$ cat config.mk
export PLATFORM = sky130hd
export DESIGN_NAME = insertion_sort_engine_unit
export DESIGN_NICKNAME = d
export VERILOG_FILES = /design/src/design/ise_pkg.sv /design/src/design/ise_cell.sv /design/src/design/insertion_sort_engine_unit.sv
export SDC_FILE = /design/constraint.sdc
export NUM_CORES = 2
export LEC_CHECK = 0
export ABC_AREA = 1
export BUFFER_PORTS_ARGS = -buffer_cell sky130_fd_sc_hd__buf_4
export CAP_MARGIN = 20
export CORE_UTILIZATION = 40
export DETAILED_ROUTE_END_ITERATION = 10
export PLACE_DENSITY = 0.54
export RECOVER_POWER = 100
export SYNTH_ARGS = -nofsm -noshare
export SYNTH_HDL_FRONTEND = slang
export SYNTH_SLANG_ARGS = --single-unit
export TNS_END_PERCENT = 20
$ cat constraint.sdc
create_clock -name clk -period 4.01 [get_ports clk]
set_clock_uncertainty 0.2 [all_clocks]
set_input_delay 0.401 -clock clk [delete_from_list [all_inputs] [get_ports clk]]
set_output_delay 0.401 -clock clk [all_outputs]
set_load 0.005 [all_outputs]
$ cat src/design/ise_pkg.sv
`timescale 1ns / 1ps
// ----------------------------------------------------------------------------
// ise_pkg: shared types and constants of the insertion sort engine
// Transfer payloads, the default chain length and the cell link types.
// ----------------------------------------------------------------------------
package ise_pkg;

	localparam int CAPACITY_DEF = 16;
	localparam int DATA_W       = 32;

	// Input transfer payload
	typedef struct packed {
		logic signed [DATA_W-1:0] value;
		logic                     last_in;
	} in_item_t;

	// Output transfer payload
	typedef struct packed {
		logic signed [DATA_W-1:0] sorted_value;
		logic                     last_out;
		logic                     overflowed;
	} out_item_t;

	// Broadcast control from the sequencer to every cell
	typedef struct packed {
		logic                     ins_en;
		logic                     shift_en;
		logic signed [DATA_W-1:0] value;
	} cell_ctrl_t;

	// What a cell shows its neighbors
	typedef struct packed {
		logic signed [DATA_W-1:0] val;
		logic                     valid;
		logic                     ins;
	} cell_link_t;

endpackage

$ cat src/design/ise_cell.sv
`timescale 1ns / 1ps
// ----------------------------------------------------------------------------
// ise_cell: one compare-and-shift cell of the sorting chain
// Holds one sorted entry. On insert, takes the new value or the left
// neighbor's entry; on drain, takes the right neighbor's entry.
// ----------------------------------------------------------------------------
module ise_cell
	import ise_pkg::*;
(
	input  logic       clk,
	input  logic       arst_n,
	input  cell_ctrl_t ctrl,
	input  cell_link_t left,
	input  cell_link_t right,
	output cell_link_t link
);

	logic signed [DATA_W-1:0] val_q;
	logic                     valid_q;
	logic                     ins;

	// Insert point: first entry greater than the new value, or empty
	assign ins = !valid_q || (ctrl.value < val_q);

	assign link.val   = val_q;
	assign link.valid = valid_q;
	assign link.ins   = ins;

	// Hold the valid flag
	always_ff @(posedge clk or negedge arst_n) begin
		if (!arst_n) begin
			valid_q <= 1'b0;
		end else if (ctrl.shift_en) begin
			valid_q <= right.valid;
		end else if (ctrl.ins_en && ins) begin
			valid_q <= left.ins ? left.valid : 1'b1;
		end
	end

	// Hold the entry value
	always_ff @(posedge clk) begin
		if (ctrl.shift_en) begin
			val_q <= right.val;
		end else if (ctrl.ins_en && ins) begin
			val_q <= left.ins ? left.val : ctrl.value;
		end
	end

endmodule

$ cat src/design/insertion_sort_engine_unit.sv
`timescale 1ns / 1ps
// ----------------------------------------------------------------------------
// insertion_sort_engine_unit: streaming insertion sort of signed values
// Sorts a set of up to CAPACITY values in a chain of compare-and-shift cells.
// ----------------------------------------------------------------------------
// Usage:
//   item channel: one signed value per transfer; last_in closes the set.
//   Each accepted value is inserted into the chain in the same cycle, after
//   any equal values, so the input takes one item per cycle while filling.
//   Values arriving while all CAPACITY cells are full are dropped and the
//   set is marked overflowed.
//   result channel: after the last item, the chain drains toward cell 0 one
//   entry per result transfer, ascending, with last_out on the final one and
//   overflowed on every result of the set. The first result is valid in the
//   cycle after the last item is accepted.
//   item_stall is high during the drain: the chain serves one set at a time.
//   A stall on the result channel freezes the chain, and the shown result
//   holds until it is taken.
//   Reset empties the chain and clears the overflow flag; no sweep follows.
// ----------------------------------------------------------------------------
module insertion_sort_engine_unit
	import ise_pkg::*;
#(
	parameter int CAPACITY = CAPACITY_DEF
) (
	input  logic      clk,
	input  logic      arst_n,
	input  logic      item_valid,
	output logic      item_stall,
	input  in_item_t  item,
	output logic      result_valid,
	input  logic      result_stall,
	output out_item_t result
);

	cell_link_t            links [CAPACITY];
	logic [CAPACITY-1:0]   cell_valid;
	cell_ctrl_t            ctrl;
	logic                  draining_q;
	logic                  overflow_q;
	logic                  item_xfer;
	logic                  result_xfer;
	logic                  full;

	assign full         = cell_valid[CAPACITY-1];
	assign item_stall   = draining_q;
	assign item_xfer    = item_valid && !draining_q;
	assign result_valid = draining_q && cell_valid[0];
	assign result_xfer  = result_valid && !result_stall;

	// Broadcast insert or drain to every cell
	assign ctrl.ins_en   = item_xfer && !full;
	assign ctrl.shift_en = result_xfer;
	assign ctrl.value    = item.value;

	// Drive the result from the head cell
	assign result.sorted_value = links[0].val;
	assign result.last_out     = !cell_valid[1];
	assign result.overflowed   = overflow_q;

	// Build the chain
	for (genvar i = 0; i < CAPACITY; i++) begin : g_cell
		cell_link_t left_link;
		cell_link_t right_link;

		if (i == 0) begin : g_head
			assign left_link = '0;
		end else begin : g_left
			assign left_link = links[i-1];
		end

		if (i == CAPACITY - 1) begin : g_tail
			assign right_link = '0;
		end else begin : g_right
			assign right_link = links[i+1];
		end

		ise_cell u_cell (
			.clk    (clk),
			.arst_n (arst_n),
			.ctrl   (ctrl),
			.left   (left_link),
			.right  (right_link),
			.link   (links[i])
		);

		assign cell_valid[i] = links[i].valid;
	end

	// Sequence fill and drain, track overflow
	always_ff @(posedge clk or negedge arst_n) begin
		if (!arst_n) begin
			draining_q <= 1'b0;
			overflow_q <= 1'b0;
		end else begin
			if (item_xfer && item.last_in) begin
				draining_q <= 1'b1;
			end else if (result_xfer && result.last_out) begin
				draining_q <= 1'b0;
			end

			if (item_xfer && full) begin
				overflow_q <= 1'b1;
			end else if (result_xfer && result.last_out) begin
				overflow_q <= 1'b0;
			end
		end
	end

`ifndef SYNTHESIS
	// Occupied cells always form a run starting at cell 0
	a_contiguous: assert property (@(posedge clk) disable iff (!arst_n)
		(cell_valid & (cell_valid + CAPACITY'(1))) == '0)
		else $error("chain occupancy has a gap");

	// The final result leaves the chain empty
	a_drain_empty: assert property (@(posedge clk) disable iff (!arst_n)
		(result_xfer && result.last_out) |=> (cell_valid == '0 && !overflow_q))
		else $error("chain not empty after final result");

	// An accepted item other than the last while full marks the set overflowed
	a_overflow: assert property (@(posedge clk) disable iff (!arst_n)
		(item_xfer && full && !item.last_in) |=> overflow_q)
		else $error("dropped value not flagged");

	// A drain always starts with at least one entry
	a_drain_nonempty: assert property (@(posedge clk) disable iff (!arst_n)
		(item_xfer && item.last_in) |=> result_valid)
		else $error("drain started with an empty chain");
`endif

endmodule
==> results_dict.tcl <==
set metrics [dict create \
    synth_area_um2 41200 \
    cts.sinks 530 \
    antenna_left 0 \
    violations "capacitance limit, slew limit" \
    drc_errors 0 \
    r2r-start "g_cell[10].u_cell.val_q[31]" \
    required_ps 4030 \
    crit_type "flop to flop" \
    dpl.hpwl_mm 92.2 \
    antenna_found_initial 1 \
    worstReg2RegEnd "g_cell[10].u_cell.val_q[7]" \
    drt_iter0_drc 2601 \
    syn_to_final_growth_pct 8.06 \
    power_frac_seq_pct 32.2 \
    async_flop_share_pct 3.40 \
    synth_area_leaders "edfxtp_1, nand2_1, ha_1" \
    initial_core_util_pct 40.4 \
    wl_per_cell_um 18.1 \
    setup_viol_count_final 0 \
    yosysUniqueCellTypes 35 \
    num_antenna_cells 0 \
    max_slew_margin_pct -17.7 \
    cp_max_fo 33 \
    postSynthAreaPerCell_um2 7.60 \
    drv_cap 4 \
    drive_above_1_share_pct 4.93 \
    core_um2 102000 \
    syn_nets 5926 \
    switching_share_pct 46.3 \
    ys_seq_elements 530 \
    ys.flop_type "edfxtp_1" \
    cts_tree "built" \
    place.gp.congestion 0.864 \
    worst_setup_path_start_kind "flop" \
    grt_pass1_vias 35591 \
    synthTopCellsByCount "nand2_1, inv_1, nand4_1" \
    p_leak_uw 0.0214 \
    nets 5829 \
    dieWidth_um 323 \
    via_per_inst 5.30 \
    synthCells 5424 \
    p_per_area_nw_per_um2 856 \
    clock_power_share_pct 15.5 \
    yosys_warnings 0 \
    hold_end "g_cell[15].u_cell.val_q[22]" \
    reg2regPathDepth 13 \
    synth_top_area_cell "edfxtp_1" \
    vias 35761 \
    p_switching_uw 17700 \
    min_period_over_period_pct 87.2 \
    final_max_slew_viol_count 166 \
    grt_util_all_layers_pct 23.3 \
    p_comb_share_pct 52.3 \
    min_from "g_cell[15].u_cell.val_q[22]" \
    finalSetupTns_ps 0 \
    placed_area_um2 42700 \
    fin_crit_ps 3500 \
    yosysMostFrequentCell "nand2_1" \
    max_freq_mhz 286 \
    crit_top_cell "nand2_1" \
    clock_latency_ps 620 \
    ir_drop_v 0.000517 \
    tightest_slew_ps 1770 \
    grt_overflow 0 \
    finalPower_uw 38100 \
    synth_seq_area_share_pct 37.6 \
    clk_pin_slew_ps 50 \
    cts_root_buf "clkbuf_16" \
    grt_max_degree 201 \
    end_kind "flop" \
    min_path_type "flop to flop" \
    finalHoldViolCount 0 \
    htree_levels 3 \
    routed_wirelength_mm 122 \
    crit_chain "inv_1 > ha_1 > nand2_1 > nor2_1 > nand4_1 > nor4b_1 > nand2_1 > nand2_1 > nand2_1 > nand3_1 > nand2_1 > nand2_1 > clkbuf_2" \
    cts-buffers-inserted 70 \
    rsz0062_at_grt "false" \
    arrival_ps 3520 \
    dieArea_um2 104000 \
    stdcell_area_um2 44500 \
    ios 73 \
    synth_top_area_share_pct 35.0 \
    outcome "complete, but fails checks" \
    portBuffers 72 \
    postCtsSetupRepairBufs 0 \
    clk_path_buf_depth 3 \
    synth_edf_count 480 \
    slowest_stage "clkbuf_2" \
    holdPathStages 2 \
    p_int_uw 20500 \
    cp_slowest_stage_delay_ps 710 \
    grt_pass1_wl_mm 196 \
    rows 117 \
    dieHeight_um 323 \
    dr.pass1.iters 5 \
    rrSetupSlack_ps 510 \
]
-- area by class of cell --
cell class              count  area (um^2)
well taps                1368         1710
clock buffers             103         1940
inverters                 598         2250
flip-flops and latches    530        15500
clock inverters            18          109
multi-input cells        3944        21700
repair buffers            183         1300
fillers                 10589        57400
-- stage by stage --
stage | setup WS [ps] | hold WS, ps | util (%) | std cells
after global placement | 594 | 124 | 41.9 | 6618
after detailed placement | 569 | 127 | 41.9 | 6618
after floorplan | 875 | -94.6 | - | 5424
after CTS | 838 | 9.41 | 43.9 | 6744
final | 512 | 265 | 43.7 | 6744
after global routing | 314 | 281 | 43.7 | 6744
-- cells in the final DEF (no fill, tap or decap), drive strengths merged --
| cell | n |
|---|---|
| ha | 465 |
| edfxtp | 480 |
| nor4 | 11 |
| nand3b | 11 |
| nor3 | 6 |
| a31oi | 2 |
| dfrtp | 18 |
| o21a | 6 |
| nor2 | 108 |
| nand3 | 551 |
| inv | 598 |
| clkinv | 17 |
| o21ai | 103 |
| and3 | 1 |
| bufinv | 1 |
| nor4b | 1 |
| nor3b | 1 |
| nand2 | 1864 |
| nand4 | 530 |
| clkbuf | 166 |
| o31a | 1 |
| dlygate4sd3 | 5 |
| dfxtp | 32 |
| o211ai | 13 |
| a21oi | 244 |
| o21bai | 1 |
| or2 | 1 |
| a211oi | 24 |
| buf | 115 |
-- routing by layer --
metal | up-vias | GRT usage [%] | wire, um
li1 | 18352 | - | -
met1 | 16506 | 32.0 | 59200
met2 | 763 | 39.3 | 55500
met3 | 140 | 2.17 | 4790
met4 | 0 | 5.72 | 2500
met5 | - | 0 | 0
-- state kept, by name, summed over array words and instances, names as in the netlist --
name,flops
g_cell.u_cell.val_q,512
g_cell.u_cell.valid_q,16
item_stall,1
overflow_q,1
-- power by group through the flow --
stage                     sequential, uW  combinational (uW)  clock, uW
after detailed placement           12300               20200          0
after global routing               12600               23000       6240
after floorplan                    11800               15000          0
after CTS                          12300               20300       6060
after global placement             12200               19800          0
final                              12300               19900       5900
-- worst max path at each step --
| stage | startpoint | endpoint |
|---|---|---|
| 6_report | g_cell[10].u_cell.val_q[31] | g_cell[10].u_cell.val_q[7] |
| 5_1_grt | g_cell[10].u_cell.val_q[31] | g_cell[10].u_cell.val_q[9] |
| 4_1_cts | g_cell[10].u_cell.val_q[31] | g_cell[10].u_cell.val_q[7] |
| 3_5_place_dp | item[1] | g_cell[14].u_cell.val_q[27] |
| 3_3_place_gp | item[1] | g_cell[14].u_cell.val_q[27] |
| 2_1_floorplan | g_cell[0].u_cell.val_q[21] | g_cell[0].u_cell.val_q[0] |
-- critical path, delay by kind of cell, from the launching register on --
kind | cells | cell delay [ps]
adder cells (fa/ha/maj) | 1 | 340
buffers and inverters | 2 | 770
flip-flops | 1 | 350
AND/OR/NAND/NOR | 10 | 1440
-- repair_timing --
item,in CTS,in global routing
gates resized for setup,0,0
hold buffers,5,0
endpoints found under the hold margin,22,0
-- cell families after synthesis --
| family | Yosys count | share of synthesized area (%) |
|---|---|---|
| flip-flops | 530 | 37.6 |
| AND/OR/NAND/NOR | 3085 | 33.7 |
| adder cells (fa/ha/maj) | 465 | 14.1 |
| AO/OA/AOI/OAI | 394 | 5.07 |
| buffers and inverters | 950 | 9.46 |
No activity file was read; power rests on OpenSTA's default activity.
